<file path="src/hw/rtl/vfpe_pkg.sv">
// ----------------------------------------------------------------------------
// vfpe_pkg: shared types and widths
// Widths of the vertex-face penalty energy datapath, the item, side-band and
// result records, and the configuration register indexes.
// ----------------------------------------------------------------------------
package vfpe_pkg;

    // coordinate and edge widths
    localparam int CW   = 24;   // input coordinate
    localparam int DW   = 25;   // coordinate difference
    localparam int PW   = 50;   // cross product term
    localparam int NW   = 51;   // raw normal component
    localparam int NMW  = 30;   // scaled normal magnitude
    localparam int SNW  = 31;   // scaled normal, signed
    localparam int NORM_BITS = 30;
    localparam int SQW  = 60;   // squared scaled component
    localparam int PDW  = 55;   // normal times offset term
    localparam int NNW  = 62;   // squared normal length
    localparam int DOTW = 57;   // dot product, signed
    localparam int DMW  = 56;   // dot product magnitude
    localparam int LENW = 31;   // normal length
    localparam int RW   = 63;   // root remainder
    localparam int QW   = 27;   // distance magnitude
    localparam int DRW  = 58;   // divider compare width
    localparam int DSW  = 28;   // signed distance
    localparam int LW   = 29;   // distance minus offset
    localparam int LMW  = 28;   // its magnitude
    localparam int L2W  = 56;   // squared length
    localparam int MUW  = 32;   // stiffness
    localparam int MPW  = 88;   // stiffness times squared length
    localparam int EW   = 48;   // energy

    // configuration port
    localparam int CFG_IW = 1;
    localparam logic [CFG_IW-1:0] REG_STIFFNESS   = 1'b0;
    localparam logic [CFG_IW-1:0] REG_REST_OFFSET = 1'b1;
    localparam logic [MUW-1:0]    STIFFNESS_RESET = 32'd65536;

    typedef struct packed {
        logic signed [CW-1:0] p_x;
        logic signed [CW-1:0] p_y;
        logic signed [CW-1:0] p_z;
        logic signed [CW-1:0] a_x;
        logic signed [CW-1:0] a_y;
        logic signed [CW-1:0] a_z;
        logic signed [CW-1:0] b_x;
        logic signed [CW-1:0] b_y;
        logic signed [CW-1:0] b_z;
        logic signed [CW-1:0] c_x;
        logic signed [CW-1:0] c_y;
        logic signed [CW-1:0] c_z;
    } item_t;

    // travels beside the root unit
    typedef struct packed {
        logic           degen;
        logic           dot_neg;
        logic [DMW-1:0] dot_mag;
    } side_t;

    typedef struct packed {
        logic [EW-1:0] energy;
        logic          degenerate;
    } result_t;

    function automatic logic signed [DW-1:0] diff(input logic signed [CW-1:0] x,
                                                  input logic signed [CW-1:0] y);
        return DW'(x) - DW'(y);
    endfunction

endpackage

</file>
<file path="src/hw/rtl/vfpe_sqrt.sv">
// ----------------------------------------------------------------------------
// vfpe_sqrt: pipelined integer square root
// One result bit per stage, restoring digit recurrence, floor of the root.
// ----------------------------------------------------------------------------
module vfpe_sqrt (
    input  logic                      clk,
    input  logic                      rst_n,
    input  logic                      en,
    input  logic                      in_valid,
    input  logic [vfpe_pkg::NNW-1:0]  in_nn,
    input  vfpe_pkg::side_t           in_side,
    output logic                      out_valid,
    output logic [vfpe_pkg::LENW-1:0] out_len,
    output vfpe_pkg::side_t           out_side
);
    import vfpe_pkg::*;

    localparam int ST = LENW;

    logic [ST-1:0]   v_reg;
    logic [RW-1:0]   rem_reg [ST];
    logic [LENW-1:0] root_reg [ST];
    side_t           side_reg [ST];

    always_ff @(posedge clk or negedge rst_n)
    begin
        if (!rst_n)
            v_reg <= '0;
        else if (en)
            v_reg <= {v_reg[ST-2:0], in_valid};
    end

    for (genvar s = 0; s < ST; s++)
    begin : g_step
        logic [RW-1:0]   rem_in;
        logic [RW-1:0]   trial;
        logic [LENW-1:0] root_in;
        side_t           side_in;

        if (s == 0)
        begin : g_head
            assign rem_in  = RW'(in_nn);
            assign root_in = '0;
            assign side_in = in_side;
        end
        else
        begin : g_tail
            assign rem_in  = rem_reg[s-1];
            assign root_in = root_reg[s-1];
            assign side_in = side_reg[s-1];
        end

        // (root + 2^b)^2 - root^2
        assign trial = (RW'(root_in) << (ST - s)) + (RW'(1) << (2 * (ST - 1 - s)));

        always_ff @(posedge clk)
        begin
            if (en)
            begin
                side_reg[s] <= side_in;
                if (rem_in >= trial)
                begin
                    rem_reg[s]  <= rem_in - trial;
                    root_reg[s] <= root_in | (LENW'(1) << (ST - 1 - s));
                end
                else
                begin
                    rem_reg[s]  <= rem_in;
                    root_reg[s] <= root_in;
                end
            end
        end
    end

    assign out_valid = v_reg[ST-1];
    assign out_len   = root_reg[ST-1];
    assign out_side  = side_reg[ST-1];

endmodule

</file>
<file path="config.mk">
export PLATFORM = sky130hd
export DESIGN_NAME = vfpe_sqrt
export DESIGN_NICKNAME = d
export VERILOG_FILES = /design/src/hw/rtl/vfpe_pkg.sv /design/src/hw/rtl/vfpe_sqrt.sv
export SDC_FILE = /design/constraint.sdc
export NUM_CORES = 2
export LEC_CHECK = 0
export ABC_CLOCK_PERIOD_IN_PS = 4300
export CAP_MARGIN = 25
export CELL_PAD_IN_SITES_DETAIL_PLACEMENT = 1
export CELL_PAD_IN_SITES_GLOBAL_PLACEMENT = 1
export CORE_MARGIN = 2
export CORE_UTILIZATION = 50
export CTS_CLUSTER_SIZE = 28
export DETAILED_ROUTE_END_ITERATION = 8
export DONT_BUFFER_PORTS = 1
export PLACE_DENSITY_LB_ADDON = 0.1
export SYNTH_ARGS = -nofsm -noshare
export SYNTH_HDL_FRONTEND = slang
export SYNTH_MEMORY_MAX_BITS = 65536
export SYNTH_SLANG_ARGS = --single-unit
</file>
<file path="constraint.sdc">
create_clock -name clk -period 4.3 [get_ports clk]
set_input_delay 0.645 -clock clk [delete_from_list [all_inputs] [get_ports clk]]
set_output_delay 0.645 -clock clk [all_outputs]
set_load 0.03 [all_outputs]
</file>
==> results.ini <==
[pwr]
p_int_mw = 77.2
total_power_mw = 106
ir_worst_vdd_mv = 0.498
p_per_area_nw_per_um2 = 540
switching_share_pct = 27.0
power_frac_comb_pct = 14.9
clkPwrFrac_pct = 34.4
pwr-share-seq_pct = 50.7
netSwitchingPower_mw = 28.6
power.leakage_nw = 71.0

[die]
die_area_um2 = 348000
coreArea_um2 = 342000
initial_core_util_pct = 50.2
dieHeight_um = 590
rows = 215
chipWidth_um = 590
pin_count = 214

[cells_and_area]
drive_gt1_share_pct = 9.70
areaGrowthSynthToFinish_pct = 14.1
final_common_cell = edfxtp_1
nets = 12721
most-common-layout-cells = edfxtp_1, nand2_1, inv_1, nor2_1, o21ai_0
n_fill_cell = 31791
largest_reg_flops = 1890
final_util_pct = 57.3

[outcome]
violations = slew limit
outcome = complete, but fails checks

[setup_path]
crit_end = rem_reg[1][876]
critPathKind = input pin to flop
reg2regPathDepth = 14
critical_path.startpoint = en
required_ps = 4960
reg2reg_from = rem_reg[1][699]
cp_max_fo = 57
worst_setup_path_start_kind = input pin
worst_setup_path_end_kind = flop
r2r_end = rem_reg[1][817]
arrival_ps = 4800
r2r_slack_ps = 210

[synth]
netlist.area_leader.share_pct = 73.1
yosys_register_bits = 4215
synth_top_family_by_area = simple AND/OR/NAND/NOR gates
synthArstFlopShare_pct = 0.735
ys.flop_type = edfxtp_1
synthTopCellsByArea = edfxtp_1, ha_1, xor2_1, xnor2_1, o21ai_0
synthAdderAreaFrac_pct = 3.82
seq_area_frac_synth_pct = 73.6
yosysWarnings = 0
synth_fp_nets = 12002
synth_compound_area_share_pct = 6.53
synth-simple-area-share_pct = 9.02
synth_edf_count = 4184
syn-cell-area_um2 = 172000
synth_mux_area_share_pct = 0.683
synth_cell_types = 99
syn_inst = 11353
synth.largest_area_cell = edfxtp_1
avgSynthCellArea_um2 = 15.1
synth_xor_area_share_pct = 4.30

[placed_design]
dp_hpwl_um = 308000
dp_slack_ps = -5710
place.gp.congestion = 0.951
port_buffers = 0

[detailed_routing]
dr_total_vias = 97624
avgViaCountPerCell = 5.74
drtAntennaViolNets = 0
drtPass1Iterations = 5
dr.first_iter.drc_count = 9093
wl_per_cell_um = 25.5
drc = 0
wirelength_um = 434000

[sta]
grt_setup_unrepaired = false
fin_tns_setup_ps = 0
hold_slack_ps = 133
layout_setup_ws_ps = 156
hold_viol_final = 0
period_needed_ps = 4140
final-setup-viol-count = 0
maxSlewHeadroom_pct = -11.9
tightest_slew_ps = 1680
fin_skew_ps = 95.5
fin_crit_sh_pct = 96.4
clock.fmax_mhz = 241
final-max-slew-violation-count = 212

[hold_path]
hold_class = input pin to async pin

[global_route]
antenna_found_initial = 42
grt_pass1_wl_um = 645000
grt_max_degree = 280
grt.total_usage_pct = 24.7
grt_remaining_overflow = 0
grt_pass1_vias = 98879

[clock_tree]
clk_path_buf_depth = 4
cts_tree = done
cts_buffers = 428
insertion_delay_ps = 970
cts.clk_slew.worst_paths_ps = 70
htree_levels = 5
clock-root-buffer = clkbuf_16
cts.sink_count = 4215

[run]
drv_cap = 0

per-layer routing:
layer  track usage [%]  part of all wire (%)  wire [µm]  vias up
met5                 0                0.0081         35        -
met2              37.7                    45     194000     2784
li1                  -                     -          -    44625
met1              37.5                    47     204000    49716
met3              4.15                   6.4      28000      493
met4              4.85                   1.9       8080        6
synth_stat cells, drive strengths merged (156+ instances only):
cell and count:
nor2 541, nand4 161, nor4 381, o21ai 539, clkbuf 210, a21o 228
nand3 156, nor3 273, inv 682, xnor2 415, nand2 700, ha 525
xor2 429, edfxtp 4184, a21oi 483
cells by family (layout without fill, tap and decap cells):
family	count (synthesis)	in the layout
compound gates	1795	1795
xor+xnor	844	844
fa+ha+maj	525	525
buf+inv	927	1993
flops	4215	4215
mux	106	106
other cells	0	18
simple gates	2941	2941
final cells by class:
type | count | area [µm²] | area share, %
diodes | 18 | 45.0 | 0.0230
repair buffers | 534 | 5640 | 2.88
flip-flops and latches | 4215 | 126000 | 64.5
inverters | 682 | 2560 | 1.31
well taps | 4557 | 5700 | 2.91
clock inverters | 248 | 2570 | 1.31
clock buffers | 529 | 11100 | 5.67
multi-input cells | 6211 | 42000 | 21.4
timing repair:
item                                    in CTS  in global routing
hold endpoints to repair                   254                  0
pin swaps                                    1                  2
gates resized for setup                      2                  8
buffers inserted                             1                  1
endpoints found under the setup margin    2667                 70
gates cloned                                20                  4
hold buffers                               124                  0
worst min-delay path by stage:
stage | start | endpoint
3_3_place_gp | rst_n | v_reg[30]
3_5_place_dp | rst_n | v_reg[30]
5_1_grt | rst_n | v_reg[30]
2_1_floorplan | rst_n | v_reg[0]
4_1_cts | in_nn[60] | rem_reg[0][61]
6_report | rst_n | v_reg[0]
critical path, cell delays in order:
cell	delay (ps)
buf_16	250
buf_16	270
buf_16	250
buf_16	240
buf_16	260
buf_16	280
buf_16	230
nand2_1	110
nor4_1	300
o311ai_1	190
or2_2	320
a311oi_4	310
buf_4	270
o21bai_1	210
nor3_1	100
xor2_1	150
per-stage QoR:
step	cells	cell area [µm²]
3_5_place_dp	16047	180000
2_1_floorplan	11353	172000
5_1_grt	16981	196000
4_1_cts	16969	196000
6_report	16994	196000
3_3_place_gp	16044	180000
power groups by stage:
stage                     clock (mW)  combinational [mW]  sequential, mW
after floorplan                    0                10.5            52.5
after global placement             0                14.7            54.4
after detailed placement           0                15.2            54.5
after CTS                       37.2                15.6            53.7
after global routing            38.6                17.3            54.1
final                           36.4                15.8            53.7
Power figures use the tool's default switching activity.
