`config.mk`:
```
export PLATFORM = sky130hd
export DESIGN_NAME = vfpe_div
export DESIGN_NICKNAME = d
export VERILOG_FILES = /design/src/hw/rtl/vfpe_pkg.sv /design/src/hw/rtl/vfpe_div.sv
export SDC_FILE = /design/constraint.sdc
export NUM_CORES = 2
export LEC_CHECK = 0
export BUFFER_PORTS_ARGS = -buffer_cell sky130_fd_sc_hd__buf_2
export CORE_UTILIZATION = 64
export CTS_CLUSTER_DIAMETER = 120
export DETAILED_ROUTE_END_ITERATION = 7
export PLACE_DENSITY = 0.85
export RECOVER_POWER = 100
export SYNTH_ARGS = -nofsm -noshare
export SYNTH_HDL_FRONTEND = slang
export SYNTH_SLANG_ARGS = --single-unit
```
`constraint.sdc`:
```
create_clock -name clk -period 4.9 [get_ports clk]
set_input_delay 0.735 -clock clk [delete_from_list [all_inputs] [get_ports clk]]
set_output_delay 0.735 -clock clk [all_outputs]
set_load 0.01 [all_outputs]
```
`src/hw/rtl/vfpe_pkg.sv`:
```
// ----------------------------------------------------------------------------
// vfpe_pkg: shared types and widths
// Widths of the vertex-face penalty energy datapath, the item, side-band and
// result records, and the configuration register indexes.
// ----------------------------------------------------------------------------
package vfpe_pkg;

    // coordinate and edge widths
    localparam int CW   = 24;   // input coordinate
    localparam int DW   = 25;   // coordinate difference
    localparam int PW   = 50;   // cross product term
    localparam int NW   = 51;   // raw normal component
    localparam int NMW  = 30;   // scaled normal magnitude
    localparam int SNW  = 31;   // scaled normal, signed
    localparam int NORM_BITS = 30;
    localparam int SQW  = 60;   // squared scaled component
    localparam int PDW  = 55;   // normal times offset term
    localparam int NNW  = 62;   // squared normal length
    localparam int DOTW = 57;   // dot product, signed
    localparam int DMW  = 56;   // dot product magnitude
    localparam int LENW = 31;   // normal length
    localparam int RW   = 63;   // root remainder
    localparam int QW   = 27;   // distance magnitude
    localparam int DRW  = 58;   // divider compare width
    localparam int DSW  = 28;   // signed distance
    localparam int LW   = 29;   // distance minus offset
    localparam int LMW  = 28;   // its magnitude
    localparam int L2W  = 56;   // squared length
    localparam int MUW  = 32;   // stiffness
    localparam int MPW  = 88;   // stiffness times squared length
    localparam int EW   = 48;   // energy

    // configuration port
    localparam int CFG_IW = 1;
    localparam logic [CFG_IW-1:0] REG_STIFFNESS   = 1'b0;
    localparam logic [CFG_IW-1:0] REG_REST_OFFSET = 1'b1;
    localparam logic [MUW-1:0]    STIFFNESS_RESET = 32'd65536;

    typedef struct packed {
        logic signed [CW-1:0] p_x;
        logic signed [CW-1:0] p_y;
        logic signed [CW-1:0] p_z;
        logic signed [CW-1:0] a_x;
        logic signed [CW-1:0] a_y;
        logic signed [CW-1:0] a_z;
        logic signed [CW-1:0] b_x;
        logic signed [CW-1:0] b_y;
        logic signed [CW-1:0] b_z;
        logic signed [CW-1:0] c_x;
        logic signed [CW-1:0] c_y;
        logic signed [CW-1:0] c_z;
    } item_t;

    // travels beside the root unit
    typedef struct packed {
        logic           degen;
        logic           dot_neg;
        logic [DMW-1:0] dot_mag;
    } side_t;

    typedef struct packed {
        logic [EW-1:0] energy;
        logic          degenerate;
    } result_t;

    function automatic logic signed [DW-1:0] diff(input logic signed [CW-1:0] x,
                                                  input logic signed [CW-1:0] y);
        return DW'(x) - DW'(y);
    endfunction

endpackage

```
`src/hw/rtl/vfpe_div.sv`:
```
// ----------------------------------------------------------------------------
// vfpe_div: pipelined restoring divider
// Dot magnitude over normal length, one quotient bit per stage.
// ----------------------------------------------------------------------------
module vfpe_div (
    input  logic                      clk,
    input  logic                      rst_n,
    input  logic                      en,
    input  logic                      in_valid,
    input  logic [vfpe_pkg::LENW-1:0] in_len,
    input  vfpe_pkg::side_t           in_side,
    output logic                      out_valid,
    output logic [vfpe_pkg::QW-1:0]   out_quo,
    output logic                      out_neg,
    output logic                      out_degen
);
    import vfpe_pkg::*;

    localparam int ST = QW;

    logic [ST-1:0]   v_reg;
    logic [DMW-1:0]  rem_reg [ST];
    logic [QW-1:0]   quo_reg [ST];
    logic [LENW-1:0] len_reg [ST];
    logic            neg_reg [ST];
    logic            degen_reg [ST];

    always_ff @(posedge clk or negedge rst_n)
    begin
        if (!rst_n)
            v_reg <= '0;
        else if (en)
            v_reg <= {v_reg[ST-2:0], in_valid};
    end

    for (genvar s = 0; s < ST; s++)
    begin : g_step
        logic [DMW-1:0]  rem_in;
        logic [QW-1:0]   quo_in;
        logic [LENW-1:0] len_in;
        logic            neg_in;
        logic            degen_in;
        logic [DRW-1:0]  dv;

        if (s == 0)
        begin : g_head
            assign rem_in   = in_side.dot_mag;
            assign quo_in   = '0;
            assign len_in   = in_len;
            assign neg_in   = in_side.dot_neg;
            assign degen_in = in_side.degen;
        end
        else
        begin : g_tail
            assign rem_in   = rem_reg[s-1];
            assign quo_in   = quo_reg[s-1];
            assign len_in   = len_reg[s-1];
            assign neg_in   = neg_reg[s-1];
            assign degen_in = degen_reg[s-1];
        end

        assign dv = DRW'(len_in) << (ST - 1 - s);

        always_ff @(posedge clk)
        begin
            if (en)
            begin
                len_reg[s]   <= len_in;
                neg_reg[s]   <= neg_in;
                degen_reg[s] <= degen_in;
                if (DRW'(rem_in) >= dv)
                begin
                    rem_reg[s] <= DMW'(DRW'(rem_in) - dv);
                    quo_reg[s] <= quo_in | (QW'(1) << (ST - 1 - s));
                end
                else
                begin
                    rem_reg[s] <= rem_in;
                    quo_reg[s] <= quo_in;
                end
            end
        end
    end

    assign out_valid = v_reg[ST-1];
    assign out_quo   = quo_reg[ST-1];
    assign out_neg   = neg_reg[ST-1];
    assign out_degen = degen_reg[ST-1];

endmodule

```
==> run metrics <==
outcome=complete, but fails checks; violated checks=DRC, capacitance limit, slew limit; placed cell area=about 150000 um2; Hold Crit Depth=2; Post-synth EDFFs=2694; setup_tns=0 ns; CTS Buffer Depth=4; Distinct cells, synth=just under 90; max reg flops=1456; CTS tree=done; clock root buffer=clkbuf_16; Worst EP required=5.52 ns; final worst clock skew=0.0884 ns; Crit path arrival time=5.47 ns; Synth Register Bits=approximately 2700; max_slew headroom=-160%; Final Hold Violating Endpoints=0; RD Place Congestion=1.03; hpwl dp=290000 um; final period utilization=just under 100%; vias in the first global route=102000; Initial Utilization=between 60% and 70%; Peak Freq=0.206 GHz; fin nets=13800; Synth Area in Simple Gates=11.1%; total grt overflow=0; Layout area overhead=10.1%; via count=roughly 100k; antenna violations before repair=15; CP Class=reg -> reg; IR drop worst, VDD=0.000390 V; Post-Synth Adder-Cell Area=7.63%; core area=around 220000 um2; largest net degree at the start of global routing=203; clock sink count=2721; async set-reset flop share out of synthesis=0.992%; Worst Max-Slew Pin Slew=3.90 ns; Synthesized Nets=13500; compound-gate portion of the synthesized area=13.2%; Layout Cells excl Fill=16100; power per cell area=605 nW/um2; die footprint=227000 um2; Reg2Reg Depth=14; most common cell after layout, fill and taps aside=edfxtp_1; mux contribution to synthesized area=1.64%; # setup viols final=0; Die H=between 400 and 500 um; total of max-cap violations=23; 1st-iter DRT viols=10200; crit path max fanout=13; clk slew on worst S/H paths=about 0.060 ns; Tmin final=4.85 ns; RSZ-0062 raised after global routing=no; # H-tree levels=5; Post-Route WL=between 300000 and 400000 um; first-pass GRT wire length=596000 um; Buffers on Ports=122; commonest cells after routing, fill and taps aside=2694 x edfxtp_1, 1127 x nand2_1, 1052 x inv_1, 930 x o21ai_0, 864 x a21oi_1; post-route cell area=~160000 um2; share of layout cells above drive strength 1=approximately 6.7%; Synthesis Warnings=0; vias per cell=6.38; largest family of logic cells by synthesized area=compound AO/OA/AOI/OAI gates; DRC=5; Synth Area in XOR/XNOR=under 10%; Clock Latency Late Sink=0.96 ns; Hold Path Class=in -> reg; leading area contributor after synthesis=edfxtp_1; Post-Synthesis Cells=between 10000 and 15000; most common flop cell mapped by yosys=edfxtp_1; WL per Instance=24.6 um; area share of the largest cell type after synthesis=around 56%; 1st-pass router iterations=8; Overall Power=roughly 96 mW; Synth Area per Inst=11.5 um2; placed cells=15500; width of the chip=476 um; std cell rows=about 170; Critical Path End Type=flop; cts bufs inserted=roughly 300; sequential fraction of the synthesis area=56.7%; Final ANT Viol Nets=0; critical path launch point type=flop; total track usage=34.3%; dominant cells by area after synthesis=edfxtp_1 56%, ha_1 7.3%, xnor2_1 3.2%; Cell Area, Synth=144000 um2; number of max-slew violations in the final report=1687; Lkg Pwr=61.4 nW; Post-CTS Setup Bufs=0; # IOs=between 100 and 150
==> logic make-up after synthesis <==
group           Yosys count
simple gates           3245
fa+ha+maj               862
buf+inv                1418
mux                     211
xor+xnor                986
flops                  2721
compound gates         3087
==> power breakdown <==
| part | leakage (nW) | switching, mW | internal [mW] |
|---|---|---|---|
| clock | 4.65 | 9.14 | 13.2 |
| sequential | 26.4 | 4.14 | 32.7 |
| combinational | 30.4 | 21.8 | 14.8 |
==> final cells by class <==
class | instances | area, um2
well taps | 2975 | 3720
fillers | 14900 | 64500
diodes | 21 | 52.6
multi-input cells | 8391 | 57000
clock inverters | 160 | 1760
flip-flops and latches | 2721 | 81600
repair buffers | 391 | 2560
clock buffers | 346 | 7760
inverters | 1052 | 3950
==> worst max-delay path, cell delays in order (launching register included) <==
cell and delay [ns]:
edfxtp_1 0.44, inv_1 0.08, ha_1 0.41, nor2b_1 0.30
o31a_1 0.24, o31ai_1 0.15, a21oi_1 0.35, a21o_1 0.21
a41o_1 0.21, clkbuf_1 0.30, a2bb2oi_1 0.36, clkbuf_1 0.80
nand3_1 0.25, nor4_1 0.29, xor2_1 0.11
==> worst paths after layout <==
| path | from | to | slack, ns |
|---|---|---|---|
| hold / removal | in_side[29] | rem_reg[0][29]$_DFFE_PP_ | 0.08 |
| hold reg to reg | quo_reg[1][175]$_DFFE_PP_ | quo_reg[1][202]$_DFFE_PP_ | 0.38 |
| setup reg to reg | len_reg[0][435]$_DFFE_PP_ | rem_reg[0][887]$_DFFE_PP_ | 0.05 |
| max in group asynchronous | rst_n | v_reg[3]$_DFFE_PN0P_ | 3.27 |
| min in group asynchronous | rst_n | v_reg[22]$_DFFE_PN0P_ | 0.70 |
| setup / recovery | len_reg[0][435]$_DFFE_PP_ | rem_reg[0][887]$_DFFE_PP_ | 0.05 |
==> layer usage <==
metal | share of wire (%) | wire length [um] | track usage (%)
met4 | 9.1 | 35900 | 26.5
met5 | 0.0086 | 34 | 0
met2 | 50 | 198000 | 60.7
met1 | 35 | 136000 | 37.1
met3 | 6.1 | 23900 | 4.78
==> repair_timing <==
action	CTS	global route
endpoints found under the hold margin	87	0
hold buffers	61	0
endpoints found under the setup margin	0	6
resized for setup	0	1
==> cells in the mapped netlist, drive strengths merged, types with 28 or more instances <==
library cell / instances
a211oi: 82
xor2: 454
nand2b: 143
a21boi: 30
clkbuf: 335
nand4b: 34
o211ai: 43
ha: 836
mux2: 196
and2: 52
nand2: 1127
xnor2: 532
o31ai: 63
o21ai: 933
or3: 73
inv: 1052
nor4b: 38
nor4: 166
nor2: 630
and3: 75
nand4: 184
o21a: 102
buf: 31
o21bai: 106
nor3: 217
a21oi: 864
edfxtp: 2694
a31o: 30
a2111oi: 28
a21o: 476
a31oi: 82
or4: 47
nand3: 200
or2: 33
nor2b: 113
==> through the flow <==
step / util [%] / hold WS (ns) / worst slack, ns
6_report: 71.1 / 0.0834 / 0.0482
5_1_grt: 71.0 / 0.0606 / 0.00363
4_1_cts: 71.3 / 0.0333 / 0.278
3_5_place_dp: 66.8 / 0.405 / 0.155
3_3_place_gp: 66.8 / 0.400 / -2.24
2_1_floorplan: - / 0.400 / 0.396
Note: power is estimated with default switching activity, not from simulation.
